--- src/hw/rtl/word_frame_deframer_unit_assert.svh ---
// ----------------------------------------------------------------------------
// word_frame_deframer_unit_assert
// assertion macros shared by the deframer rtl
// ----------------------------------------------------------------------------
`ifndef WORD_FRAME_DEFRAMER_UNIT_ASSERT_SVH
`define WORD_FRAME_DEFRAMER_UNIT_ASSERT_SVH

// same-cycle implication, checked out of reset
`define WFD_ASSERT_NOW(lbl, clk, rst_n, ante, cons) \
    lbl: assert property (@(posedge clk) disable iff (!rst_n) (ante) |-> (cons)) \
        else $error("wfd assertion failed");

// next-cycle implication, checked out of reset
`define WFD_ASSERT_NEXT(lbl, clk, rst_n, ante, cons) \
    lbl: assert property (@(posedge clk) disable iff (!rst_n) (ante) |=> (cons)) \
        else $error("wfd assertion failed");

`endif

--- src/hw/rtl/wfd_pkg.sv ---
// ----------------------------------------------------------------------------
// wfd_pkg
// types and constants shared by the word frame deframer
// ----------------------------------------------------------------------------
package wfd_pkg;

    localparam int unsigned WordWidth            = 32;
    localparam int unsigned BytesPerWord         = 4;
    localparam int unsigned MaxPayloadBytesDflt  = 64;
    localparam int unsigned CfgIndexWidth        = 3;
    localparam int unsigned WordIndexWidth       = 4;
    localparam int unsigned DataSizeWidth        = 5;

    // configuration register indexes
    localparam logic [CfgIndexWidth-1:0] CfgStartMarker     = 3'd0;
    localparam logic [CfgIndexWidth-1:0] CfgStateTypeMarker = 3'd1;
    localparam logic [CfgIndexWidth-1:0] CfgDataTypeMarker  = 3'd2;
    localparam logic [CfgIndexWidth-1:0] CfgEndMarker       = 3'd3;
    localparam logic [CfgIndexWidth-1:0] CfgSwapBytes       = 3'd4;

    typedef struct packed {
        logic [WordWidth-1:0] start_marker;
        logic [WordWidth-1:0] state_type_marker;
        logic [WordWidth-1:0] data_type_marker;
        logic [WordWidth-1:0] end_marker;
        logic                 swap_bytes;
    } t_cfg;

    typedef struct packed {
        logic                      frame_status;
        logic [WordWidth-1:0]      word_value;
        logic                      state_id_write;
        logic                      data_id_write;
        logic                      state_value_write;
        logic                      data_word_write;
        logic [WordIndexWidth-1:0] data_word_index;
        logic                      state_frame_complete;
        logic                      data_frame_complete;
        logic [DataSizeWidth-1:0]  data_size;
    } t_result;

endpackage

--- src/hw/rtl/wfd_cfg_regs.sv ---
// ----------------------------------------------------------------------------
// wfd_cfg_regs
// configuration register file, write only
// ----------------------------------------------------------------------------
module wfd_cfg_regs (
    input  logic                                i_clk,
    input  logic                                i_rst_n,
    input  logic                                i_cfg_we,
    input  logic [wfd_pkg::CfgIndexWidth-1:0]   i_cfg_index,
    input  logic [wfd_pkg::WordWidth-1:0]       i_cfg_data,
    output wfd_pkg::t_cfg                       o_cfg
);
    import wfd_pkg::*;

    t_cfg r_cfg;

    always_ff @(posedge i_clk) begin
        if (!i_rst_n) begin
            r_cfg <= '0;
        end else if (i_cfg_we) begin
            case (i_cfg_index)
                CfgStartMarker:     r_cfg.start_marker      <= i_cfg_data;
                CfgStateTypeMarker: r_cfg.state_type_marker <= i_cfg_data;
                CfgDataTypeMarker:  r_cfg.data_type_marker  <= i_cfg_data;
                CfgEndMarker:       r_cfg.end_marker        <= i_cfg_data;
                CfgSwapBytes:       r_cfg.swap_bytes        <= i_cfg_data[0];
                default: begin
                    // unknown index, write dropped
                end
            endcase
        end
    end

    assign o_cfg = r_cfg;

endmodule

--- src/hw/rtl/wfd_parser.sv ---
// ----------------------------------------------------------------------------
// wfd_parser
// frame phase machine: decodes one word per step into a result
// ----------------------------------------------------------------------------
module wfd_parser #(
    parameter int unsigned MAX_PAYLOAD_BYTES = wfd_pkg::MaxPayloadBytesDflt
) (
    input  logic                            i_clk,
    input  logic                            i_rst_n,
    input  logic                            i_step,
    input  logic [wfd_pkg::WordWidth-1:0]   i_word,
    input  wfd_pkg::t_cfg                   i_cfg,
    output wfd_pkg::t_result                o_result
);
    import wfd_pkg::*;

    localparam int unsigned MaxWords = MAX_PAYLOAD_BYTES / BytesPerWord;
    localparam int unsigned CntWidth = $clog2(MaxWords + 1);

    typedef enum logic [2:0] {
        PH_WAIT,
        PH_TYPE,
        PH_STATE_ID,
        PH_DATA_ID,
        PH_STATE_VAL,
        PH_DATA_LEN,
        PH_STATE_END,
        PH_PAYLOAD
    } t_phase;

    t_phase                r_phase, n_phase;
    logic [CntWidth-1:0]   r_words, n_words;
    logic [CntWidth-1:0]   r_index, n_index;
    logic [WordWidth-1:0]  w;
    t_result               res;

    assign w = i_cfg.swap_bytes ? {i_word[7:0], i_word[15:8], i_word[23:16], i_word[31:24]}
                                : i_word;

    always_comb begin
        n_phase = r_phase;
        n_words = r_words;
        n_index = r_index;
        res            = '0;
        res.word_value = w;
        case (r_phase)
            PH_WAIT: begin
                if (w == i_cfg.start_marker) begin
                    n_phase = PH_TYPE;
                end else begin
                    res.frame_status = 1'b1;
                end
            end
            PH_TYPE: begin
                // state type wins when both markers match
                if (w == i_cfg.state_type_marker) begin
                    n_phase = PH_STATE_ID;
                end else if (w == i_cfg.data_type_marker) begin
                    n_phase = PH_DATA_ID;
                end else begin
                    n_phase          = PH_WAIT;
                    res.frame_status = 1'b1;
                end
            end
            PH_STATE_ID: begin
                res.state_id_write = 1'b1;
                n_phase            = PH_STATE_VAL;
            end
            PH_DATA_ID: begin
                res.data_id_write = 1'b1;
                n_phase           = PH_DATA_LEN;
            end
            PH_STATE_VAL: begin
                res.state_value_write = 1'b1;
                n_phase               = PH_STATE_END;
            end
            PH_STATE_END: begin
                res.state_frame_complete = (w == i_cfg.end_marker);
                res.frame_status         = 1'b1;
                n_phase                  = PH_WAIT;
            end
            PH_DATA_LEN: begin
                if (w > WordWidth'(MAX_PAYLOAD_BYTES)) begin
                    res.frame_status = 1'b1;
                    n_phase          = PH_WAIT;
                end else begin
                    // byte count to word count, remainder dropped
                    n_words = w[CntWidth+1:2];
                    n_index = '0;
                    n_phase = PH_PAYLOAD;
                end
            end
            PH_PAYLOAD: begin
                if (r_index >= r_words) begin
                    res.data_frame_complete = (w == i_cfg.end_marker);
                    res.data_size           = (w == i_cfg.end_marker)
                                              ? DataSizeWidth'(r_words) : '0;
                    res.frame_status        = 1'b1;
                    n_phase                 = PH_WAIT;
                end else begin
                    res.data_word_write = 1'b1;
                    res.data_word_index = WordIndexWidth'(r_index);
                    n_index             = r_index + 1'b1;
                end
            end
            default: begin
                n_phase = PH_WAIT;
            end
        endcase
    end

    always_ff @(posedge i_clk) begin
        if (!i_rst_n) begin
            r_phase <= PH_WAIT;
            r_words <= '0;
            r_index <= '0;
        end else if (i_step) begin
            r_phase <= n_phase;
            r_words <= n_words;
            r_index <= n_index;
        end
    end

    assign o_result = res;

endmodule

--- src/hw/rtl/word_frame_deframer_unit.sv ---
// ----------------------------------------------------------------------------
// word_frame_deframer_unit
// parses received 32-bit words against a start/type/id/body/end frame grammar
// ----------------------------------------------------------------------------
// path: input register, then combinational parser, then result register
// one item per cycle if not stalled; a stalled result blocks at most the input reg
// each item yields exactly one result item
// reset: synchronous active low, clears config, phase and both valid flags
// config writes apply at the next edge; user writes only while idle, unenforced
module word_frame_deframer_unit #(
    parameter int unsigned MAX_PAYLOAD_BYTES = wfd_pkg::MaxPayloadBytesDflt
) (
    input  logic                                i_clk,
    input  logic                                i_rst_n,
    // configuration write port
    input  logic                                i_cfg_we,
    input  logic [wfd_pkg::CfgIndexWidth-1:0]   i_cfg_index,
    input  logic [wfd_pkg::WordWidth-1:0]       i_cfg_data,
    // input item channel
    input  logic                                i_in_valid,
    output logic                                o_in_stall,
    input  logic [wfd_pkg::WordWidth-1:0]       i_rx_word,
    // result item channel
    output logic                                o_out_valid,
    input  logic                                i_out_stall,
    output logic                                o_frame_status,
    output logic [wfd_pkg::WordWidth-1:0]       o_word_value,
    output logic                                o_state_id_write,
    output logic                                o_data_id_write,
    output logic                                o_state_value_write,
    output logic                                o_data_word_write,
    output logic [wfd_pkg::WordIndexWidth-1:0]  o_data_word_index,
    output logic                                o_state_frame_complete,
    output logic                                o_data_frame_complete,
    output logic [wfd_pkg::DataSizeWidth-1:0]   o_data_size
);
    import wfd_pkg::*;

`include "word_frame_deframer_unit_assert.svh"

    t_cfg                 cfg;
    t_result              parse_res;
    t_result              r_res;
    logic                 r_res_valid;
    logic                 r_in_valid;
    logic [WordWidth-1:0] r_in_word;
    logic                 res_load;
    logic                 in_load;

    // config registers
    wfd_cfg_regs u_cfg (
        .i_clk       (i_clk),
        .i_rst_n     (i_rst_n),
        .i_cfg_we    (i_cfg_we),
        .i_cfg_index (i_cfg_index),
        .i_cfg_data  (i_cfg_data),
        .o_cfg       (cfg)
    );

    // result register frees up when empty or when its item is taken
    assign res_load = !r_res_valid || !i_out_stall;
    // input register moves on when empty or when its word steps the parser
    assign in_load  = !r_in_valid || res_load;
    assign o_in_stall = !in_load;

    // input register: the received word as it arrived
    always_ff @(posedge i_clk) begin
        if (!i_rst_n) begin
            r_in_valid <= 1'b0;
        end else if (in_load) begin
            r_in_valid <= i_in_valid;
        end
    end

    always_ff @(posedge i_clk) begin
        if (in_load && i_in_valid) begin
            r_in_word <= i_rx_word;
        end
    end

    // phase machine steps once per word that leaves the input register
    wfd_parser #(
        .MAX_PAYLOAD_BYTES (MAX_PAYLOAD_BYTES)
    ) u_parser (
        .i_clk    (i_clk),
        .i_rst_n  (i_rst_n),
        .i_step   (r_in_valid && res_load),
        .i_word   (r_in_word),
        .i_cfg    (cfg),
        .o_result (parse_res)
    );

    // result register
    always_ff @(posedge i_clk) begin
        if (!i_rst_n) begin
            r_res_valid <= 1'b0;
        end else if (res_load) begin
            r_res_valid <= r_in_valid;
        end
    end

    always_ff @(posedge i_clk) begin
        if (res_load && r_in_valid) begin
            r_res <= parse_res;
        end
    end

    assign o_out_valid            = r_res_valid;
    assign o_frame_status         = r_res.frame_status;
    assign o_word_value           = r_res.word_value;
    assign o_state_id_write       = r_res.state_id_write;
    assign o_data_id_write        = r_res.data_id_write;
    assign o_state_value_write    = r_res.state_value_write;
    assign o_data_word_write      = r_res.data_word_write;
    assign o_data_word_index      = r_res.data_word_index;
    assign o_state_frame_complete = r_res.state_frame_complete;
    assign o_data_frame_complete  = r_res.data_frame_complete;
    assign o_data_size            = r_res.data_size;

    // at most one write strobe per result
    `WFD_ASSERT_NOW(a_one_strobe, i_clk, i_rst_n, o_out_valid,
        $onehot0({o_state_id_write, o_data_id_write, o_state_value_write, o_data_word_write}))
    // any write strobe means the frame goes on
    `WFD_ASSERT_NOW(a_write_continues, i_clk, i_rst_n,
        o_out_valid && (o_state_id_write || o_data_id_write || o_state_value_write
                        || o_data_word_write), !o_frame_status)
    // completion only on a terminating word
    `WFD_ASSERT_NOW(a_complete_ends, i_clk, i_rst_n,
        o_out_valid && (o_state_frame_complete || o_data_frame_complete), o_frame_status)
    // a size is only reported with data completion
    `WFD_ASSERT_NOW(a_size_with_complete, i_clk, i_rst_n,
        o_out_valid && (o_data_size != '0), o_data_frame_complete)
    // a held input word reaches the result register next cycle when nothing stalls
    `WFD_ASSERT_NEXT(a_advance, i_clk, i_rst_n, r_in_valid && res_load, r_res_valid)

endmodule

--- config.mk ---
export PLATFORM = sky130hd
export DESIGN_NAME = word_frame_deframer_unit
export DESIGN_NICKNAME = d
export VERILOG_FILES = /design/src/hw/rtl/wfd_pkg.sv /design/src/hw/rtl/wfd_cfg_regs.sv /design/src/hw/rtl/wfd_parser.sv /design/src/hw/rtl/word_frame_deframer_unit.sv
export VERILOG_INCLUDE_DIRS = /design/src /design/src/hw/rtl
export SDC_FILE = /design/constraint.sdc
export NUM_CORES = 1
export LEC_CHECK = 0
export ABC_AREA = 1
export BUFFER_PORTS_ARGS = -buffer_cell sky130_fd_sc_hd__buf_2
export CORE_MARGIN = 5
export CORE_UTILIZATION = 50
export DETAILED_ROUTE_END_ITERATION = 8
export PLACE_DENSITY = 0.71
export SLEW_MARGIN = 20
export SYNTH_ARGS = -nofsm -noshare
export SYNTH_HDL_FRONTEND = slang
export SYNTH_SLANG_ARGS = --single-unit
--- constraint.sdc ---
create_clock -name i_clk -period 2.6 [get_ports i_clk]
set_input_delay 0.52 -clock i_clk [delete_from_list [all_inputs] [get_ports i_clk]]
set_output_delay 0.52 -clock i_clk [all_outputs]
set_load 0.01 [all_outputs]
Yosys cells after proc, flatten, opt, wreduce, memory -nomap -nowiden
Index checks and enable logic that the tools add are counted.

$add $sub $neg: 1. Magnitude comparators: 2. Eq/ne operators: 19. Mux-type cells: 20. Bitwise logic cells: 2. Reduce and logical (&&, ||, !) cells: 22.

Operators by type and width (count): $eq 32x32->1 (4); $gt 32x7->1 const B (1); $mux 32 (1); $pmux 3 s8 (1); $eq 3x3->1 const B (5); $mux 5 (3); $eq 3x2->1 const B (4); $reduce_and 2->1 (6); $pmux 5 s2 (1); $mux 3 (3); $reduce_and 3->1 (3); $mux 1 (8); $eq 3x1->1 const B (2); $logic_not 3->1 (2); $add 5x1->5 const B (1); $ge 5x5->1 (1); $pmux 1 s5 (1); $logic_not 1->1 (4); $mux 2 (2); $ne 2x1->1 const B (2); $ne 2x2->1 const B (2); $reduce_and 4->1 (1); $logic_and 1x1->1 (2); $logic_or 1x1->1 (2); 3 further kinds (4).

Flip-flop bits (word level): 224. Input bits: 72. Logic and storage cells: 87.

Logic depth before layout (Yosys ltp)
Gate-level depths: netlist of run 1.

Depth after elaboration: 5. Gate-level depth with buffers: 17. Gate-level depth less buffers: 16.

Hierarchy
A second synthesis of run 1 with hierarchy kept.

Cell total of the unflattened synthesis: 1602. Area total of the unflattened synthesis: 11528.6 µm².

By module, submodules not included: wfd_cfg_regs (instances 1, cells each 749, area each 5165.0 µm²); wfd_parser (instances 1, cells each 760, area each 3866.2 µm²); word_frame_deframer_unit (instances 1, cells each 93, area each 2497.4 µm²).

Worst setup path before layout of run 1
OpenSTA, ideal clock, no wires.

Path kind: input to register. Start: input port i_out_stall. End: register r_res (netlist bit o_data_frame_complete), enable pin. Setup time: 402 ps. Arrival: 1724 ps. Setup slack: 473 ps. Stages: 3. Buffers on the path: 0. Cells stage by stage: nand2_1 nand2_1 inv_1.

Cells in the longest elaborated chain, start to end: 3.

RTL lines: start: declaration (RTL line word_frame_deframer_unit.sv:25) `input logic i_out_stall,`; $logic_not 1->1 (RTL line word_frame_deframer_unit.sv:61) `assign res_load = !r_res_valid || !i_out_stall;`; $logic_or 1x1->1 (RTL line word_frame_deframer_unit.sv:61); $logic_and 1x1->1; named net u_parser.i_step (RTL line wfd_parser.sv:10) `input logic i_step,`; end signal: assignment (RTL line word_frame_deframer_unit.sv:104) `r_res <= parse_res;`; end: declaration (RTL line word_frame_deframer_unit.sv:43) `t_result r_res;`.

The timed path passes the listed nets, and every way through them passes these cells. A chain may end at the register's enable or synchronous reset.

==> results.sh, run 1 <==
export IMPL_clk_latency_ps=530
export IMPL_path_clk_slew_ps=60
export IMPL_yosysMostFrequentCell="nand2_1"
export IMPL_ys_async_sr_fraction_pct=0
export IMPL_avgSynthCellArea_um2=7.80
export IMPL_htree_levels=1
export IMPL_synth_cells=1386
export IMPL_area_delta_synth_final_pct=16.3
export IMPL_avgViaCountPerCell=5.17
export IMPL_leakagePower_nw=5.27
export IMPL_vdd_drop_max_mv=0.564
export IMPL_io_pins=122
export IMPL_synth_compound_area_share_pct=11.4
export IMPL_synth_edf_count=80
export IMPL_drv_slew=0
export IMPL_startpoint="u_cfg.o_cfg[0]"
export IMPL_met1_usage_pct=31.4
export IMPL_grt_max_degree=133
export IMPL_finalPower_mw=8.39
export IMPL_hold_slack_ps=162
export IMPL_yosysTopAreaCell="dfxtp_1"
export IMPL_power_density_nw_per_um2=667
export IMPL_p_clk_share_pct=43.4
export IMPL_skew_ps=16.8
export IMPL_cts_max_path_buffers=3
export IMPL_setup_viol=0
export IMPL_ys_seq_area_share_pct=48.9
export IMPL_drt_pass1_iterations=6
export IMPL_r2r_start="u_cfg.o_cfg[0]"
export IMPL_drive_above_1_share_pct=16.4
export IMPL_switching_power_mw=2.08
export IMPL_drtIter0Drc=622
export IMPL_dr_total_vias=9325
export IMPL_busiest_layer="met2"
export IMPL_met3_usage_pct=4.12
export IMPL_ys_ff_latch=224
export IMPL_tns_ps=0
export IMPL_synth_area_leaders="dfxtp_1 27%, edfxtp_1 22%, nand2_1 12%"
export IMPL_synth_cell_types=39
export IMPL_period_share_pct=91.5
export IMPL_synth_main_ff_cell="dfxtp_1"
export IMPL_track_usage_pct=23.7
export IMPL_swShare_pct=24.8
export IMPL_numCtsBuffers=25
export IMPL_initial_utilization_pct=51.1
export IMPL_setup_ws_ps=222
export IMPL_slew_headroom_pct=49.3
export IMPL_rsz0062_at_grt="false"
export IMPL_max_freq_ghz=0.420
export IMPL_numPortBuffers=121
export IMPL_grt_first_pass_wirelength_mm=46.4
export IMPL_min_delay_start="i_rx_word[20]"
export IMPL_hold_class="in2reg"
export IMPL_cts_tree="done"
export IMPL_cts_sinks=224
export IMPL_crit_arrival_ps=2750
export IMPL_seqPwrFrac_pct=46.2
export IMPL_finalNetCount=1585
export IMPL_rows=53
export IMPL_start_kind="flip-flop"
export IMPL_ant_nets=0
export IMPL_crit_fanout=27
export IMPL_comb_power_share_pct=10.4
export IMPL_netlist_area_um2=10800
export IMPL_yosys_area_share_simple_pct=28.3
export IMPL_hold_viol_final=0
export IMPL_min_period_ps=2380
export IMPL_placed_area_um2=11700
export IMPL_drt_wirelength_per_cell_um=16.5
export IMPL_dp_hpwl_mm=21.3
export IMPL_ys_warn_count=0
export IMPL_fp_coreArea_um2=21200
export IMPL_tightest_slew_ps=760
export IMPL_path_class="reg2reg"
export IMPL_post_place_cells=1755
export IMPL_post_place_ws_ps=164
export IMPL_status="finished, final reports clean"
export IMPL_gp_congestion=0.881
export IMPL_fill_cells=1888
export IMPL_muxShareOfSynthArea_pct=0
export IMPL_dieArea_um2=24700
export IMPL_die_y_um=157
export IMPL_worstSetupEndpointType="flip-flop"
export IMPL_synth_top_area_share_pct=26.7
export IMPL_synth_net_count=1464
export IMPL_synth_top_family_by_area="simple AND/OR/NAND/NOR gates"
export IMPL_fin_cells=1802
export IMPL_utilization_pct=59.4
export IMPL_gr_total_overflow=0
export IMPL_final_area_um2=12600
export IMPL_cap_violations=0
export IMPL_worstPathRequired_ps=2970
export IMPL_synthAdderAreaFrac_pct=0.694
export IMPL_routed_wl_mm=29.6
export IMPL_die_w_um=157
export IMPL_grt_pass1_vias=8764
export IMPL_cts_root_buf="clkbuf_16"
export IMPL_antenna_found_initial=1
export IMPL_drc=0
export IMPL_gr_usage_met2_pct=39.8
export IMPL_synth_common_cells="342 x nand2_1, 171 x nor2_1, 151 x inv_1, 144 x dfxtp_1, 132 x o21ai_0"
export IMPL_internal_power_mw=6.31
export IMPL_synth_xor_area_share_pct=3.08
layout make-up:
class,instances,area [um2],share of cell area (%)
well taps,275,344,2.74
multi-input cells,960,4710,37.4
clock inverters,12,158,1.25
diodes,1,2.50,0.0199
flip-flops and latches,224,5290,42.1
inverters,154,578,4.60
clock buffers,34,681,5.42
repair buffers,142,813,6.47
power by group through the flow:
stage	registers, mW	clock network (mW)	logic [mW]
2_1_floorplan	3.94	0	0.552
3_3_place_gp	3.95	0	0.854
3_5_place_dp	3.95	0	0.867
4_1_cts	3.87	3.70	0.874
5_1_grt	3.88	3.85	0.977
6_report	3.87	3.64	0.874
repair_timing:
item / 4_1_cts / 5_1_grt
hold buffers: 0 / 0
setup buffers: 0 / 0
endpoints found under the setup margin: 0 / 1
resized for setup: 0 / 1
cells in the final DEF (no fill, tap or decap), types with 2 or more instances in the layout:
| cell | count |
|---|---|
| clkbuf_1 | 8 |
| nand4_1 | 19 |
| dfxtp_1 | 143 |
| clkinv_1 | 6 |
| o21ai_0 | 132 |
| nor3_1 | 9 |
| buf_12 | 4 |
| nand2_2 | 35 |
| nand4_2 | 2 |
| nand2_4 | 14 |
| a211oi_1 | 3 |
| nor2_2 | 7 |
| clkinv_2 | 2 |
| nand3_2 | 3 |
| nor2_1 | 170 |
| edfxtp_1 | 80 |
| buf_2 | 121 |
| xor2_1 | 25 |
| inv_1 | 150 |
| nor3_2 | 2 |
| nand3_1 | 37 |
| bufinv_16 | 4 |
| nand2_1 | 342 |
| o21ai_2 | 3 |
| xnor2_1 | 13 |
| clkbuf_16 | 26 |
| a21oi_1 | 93 |
| ha_1 | 6 |
| buf_4 | 17 |
| nand3b_1 | 36 |
| inv_2 | 3 |
| nor2_4 | 2 |
metal layers:
| metal | part of all wire (%) | routed length (um) |
|---|---|---|
| met5 | 0 | 0 |
| met4 | 3.4 | 1000 |
| met3 | 7.1 | 2100 |
| met2 | 47 | 13900 |
| met1 | 43 | 12600 |
registers in the layout (all words and copies together), names as in the netlist, 3 cells and up:
signal and cells:
o_data_size 5, u_parser.r_words 5, u_cfg.o_cfg 129, o_data_word_index 4, o_word_value 32, u_parser.r_phase 3, u_parser.r_index 5, r_in_word 32
cells by family after synthesis:
logic type               count (synthesis)
AO/OA/AOI/OAI                          236
XOR/XNOR                                38
adder cells (fa/ha/maj)                  6
AND/OR/NAND/NOR                        680
buffers and inverters                  202
flip-flops                             224
critical path: stages, from the launching register on:
cell and delay (ps):
dfxtp_2 340, buf_12 160, o21ai_2 370, xor2_1 140, nor3_1 330, nand4_1 220, nor2_2 250, nand4_2 240
nor2_1 150
path summary, 6_finish.rpt:
check                                  endpoint  slack [ps]  cells past startpoint
worst max-delay path             o_data_size[2]         220                      8
worst min-delay path              r_in_word[20]         160                      1
worst max register to register   o_data_size[2]         220                      8
worst min register to register  u_cfg.o_cfg[21]         460                      2
Note: power is estimated with default switching activity, not from simulation.
==> run 2: changes to the inputs <==
CTS_CLUSTER_DIAMETER = 40   (was not set)
CTS_CLUSTER_SIZE = 30   (was not set)
PLACE_DENSITY = 0.74   (was 0.71)
clock period = 2.08 ns   (was 2.6 ns; I/O delays follow)
==> results.sh, run 2 (synthesis results as in run 1) <==
export IMPL_grt_first_pass_wirelength_mm=48.4
export IMPL_drt_pass1_iterations=5
export IMPL_dieArea_um2=24700
export IMPL_area_delta_synth_final_pct=29.0
export IMPL_drc=0
export IMPL_tightest_slew_ps=494
export IMPL_fill_cells=1748
export IMPL_start_kind="flip-flop"
export IMPL_numPortBuffers=121
export IMPL_track_usage_pct=24.8
export IMPL_drv_slew=0
export IMPL_crit_fanout=7
export IMPL_cts_sinks=224
export IMPL_cp_slowest_cell="dfxtp_4"
export IMPL_skew_ps=20.6
export IMPL_dp_hpwl_mm=21.9
export IMPL_placed_area_um2=12300
export IMPL_initial_utilization_pct=51.1
export IMPL_cts_root_buf="clkbuf_16"
export IMPL_startpoint="u_cfg.o_cfg[0]"
export IMPL_final_common_cell="nand2_1"
export IMPL_path_clk_slew_ps=60
export IMPL_postCtsHoldBufs=0
export IMPL_cp_top_family="simple AND/OR/NAND/NOR gates"
export IMPL_hold_class="in2reg"
export IMPL_drtIter0Drc=882
export IMPL_worstPathRequired_ps=2300
export IMPL_die_w_um=157
export IMPL_routed_wl_mm=31.3
export IMPL_cap_violations=0
export IMPL_status="finished with violations"
export IMPL_drt_wirelength_per_cell_um=16.5
export IMPL_min_period_ps=2200
export IMPL_final_cell_mix="308 x nand2_1, 153 x nor2_1, 148 x inv_1, 143 x dfxtp_1, 132 x o21ai_0"
export IMPL_avgViaCountPerCell=5.23
export IMPL_io_pins=122
export IMPL_period_share_pct=106
export IMPL_crit_path_cell_trace="inv_8, buf_12, buf_8, nand2_4, nand2_2, buf_4, nand2_1, nand3_1, nor2_1, nand2_1, nor2_2, nand2_2, nand3_1, nand4_1"
export IMPL_final_area_um2=14000
export IMPL_finalNetCount=1667
export IMPL_critical_path_buf_inv_count=4
export IMPL_violations="setup timing"
export IMPL_setup_viol=13
export IMPL_vdd_drop_max_mv=0.723
export IMPL_finalPower_mw=11.9
export IMPL_rows=53
export IMPL_power_density_nw_per_um2=852
export IMPL_dr_total_vias=9877
export IMPL_gp_congestion=0.885
export IMPL_r2r_start="u_cfg.o_cfg[0]"
export IMPL_leakagePower_nw=5.91
export IMPL_largest_reg_flops=129
export IMPL_antenna_found_initial=0
export IMPL_cts_tree="done"
export IMPL_crit_arrival_ps=2410
export IMPL_gr_total_overflow=0
export IMPL_clk_latency_ps=510
export IMPL_slowest_delay_ps=420
export IMPL_drive_above_1_share_pct=25.4
export IMPL_worstSetupEndpointType="flip-flop"
export IMPL_hold_slack_ps=82.9
export IMPL_slew_headroom_pct=67.1
export IMPL_grt_pass1_vias=9449
export IMPL_die_y_um=157
export IMPL_grt_max_degree=58
export IMPL_ant_nets=0
export IMPL_max_freq_ghz=0.455
export IMPL_cts_max_path_buffers=3
export IMPL_min_delay_start="i_rx_word[6]"
export IMPL_utilization_pct=66.0
export IMPL_numCtsBuffers=35
export IMPL_setup_ws_ps=-118
export IMPL_rsz0062_at_grt="true"
export IMPL_path_class="reg2reg"
export IMPL_htree_levels=2
export IMPL_hold_viol_final=0
export IMPL_insertedDiodeCount=0
export IMPL_fp_coreArea_um2=21200
run 2: timing repair:
| action | in CTS | in global routing |
|---|---|---|
| pin swaps | 25 | 8 |
| resized for setup | 60 | 53 |
| gates cloned | 1 | 1 |
| setup buffers | 1 | 9 |
| setup endpoints to repair | 20 | 21 |
run 2: report_power, final:
part	switching [mW]	total, mW	internal [mW]
registers	0.115	4.85	4.73
clock network	2.21	5.71	3.50
logic	0.807	1.34	0.529
run 2: final cells by class:
type                       count  area, um2  share of cell area (%)
clock inverter                24        235                    1.69
inverter                     154        588                    4.21
sequential                   224       5290                    37.9
timing repair buffer         213       1540                    11.0
clock buffer                  38        908                    6.51
multi-input combinational    961       5050                    36.2
tap                          275        344                    2.47
run 2: worst reg2reg max path: cells and delay by family, from the launching register on:
| kind | cells | cell delay [ps] |
|---|---|---|
| simple gates | 10 | 1050 |
| flops | 1 | 420 |
| buf+inv | 4 | 460 |
run 2: path summary, 6_finish.rpt:
path,endpoint,slack (ps),cells after the start
worst max register to register,o_frame_status,-120,14
worst min register to register,u_cfg.o_cfg[7],460,2
worst max-delay path,o_frame_status,-120,14
worst min-delay path,r_in_word[6],80,1
run 2: metal layers:
layer | GRT usage, % | routed length (um)
met4 | 9.95 | 1180
met2 | 43.2 | 15400
met5 | 0 | 0
met1 | 30.7 | 12500
met3 | 4.23 | 2180
run 2: through the flow:
stage          TNS (ps)  setup WS (ps)  std cells
4_1_cts            -241          -51.3       1879
3_5_place_dp      -2000           -221       1816
2_1_floorplan         0           57.4       1386
6_report           -642           -118       1889
5_1_grt           -2390           -197       1889
3_3_place_gp       -887           -144       1816
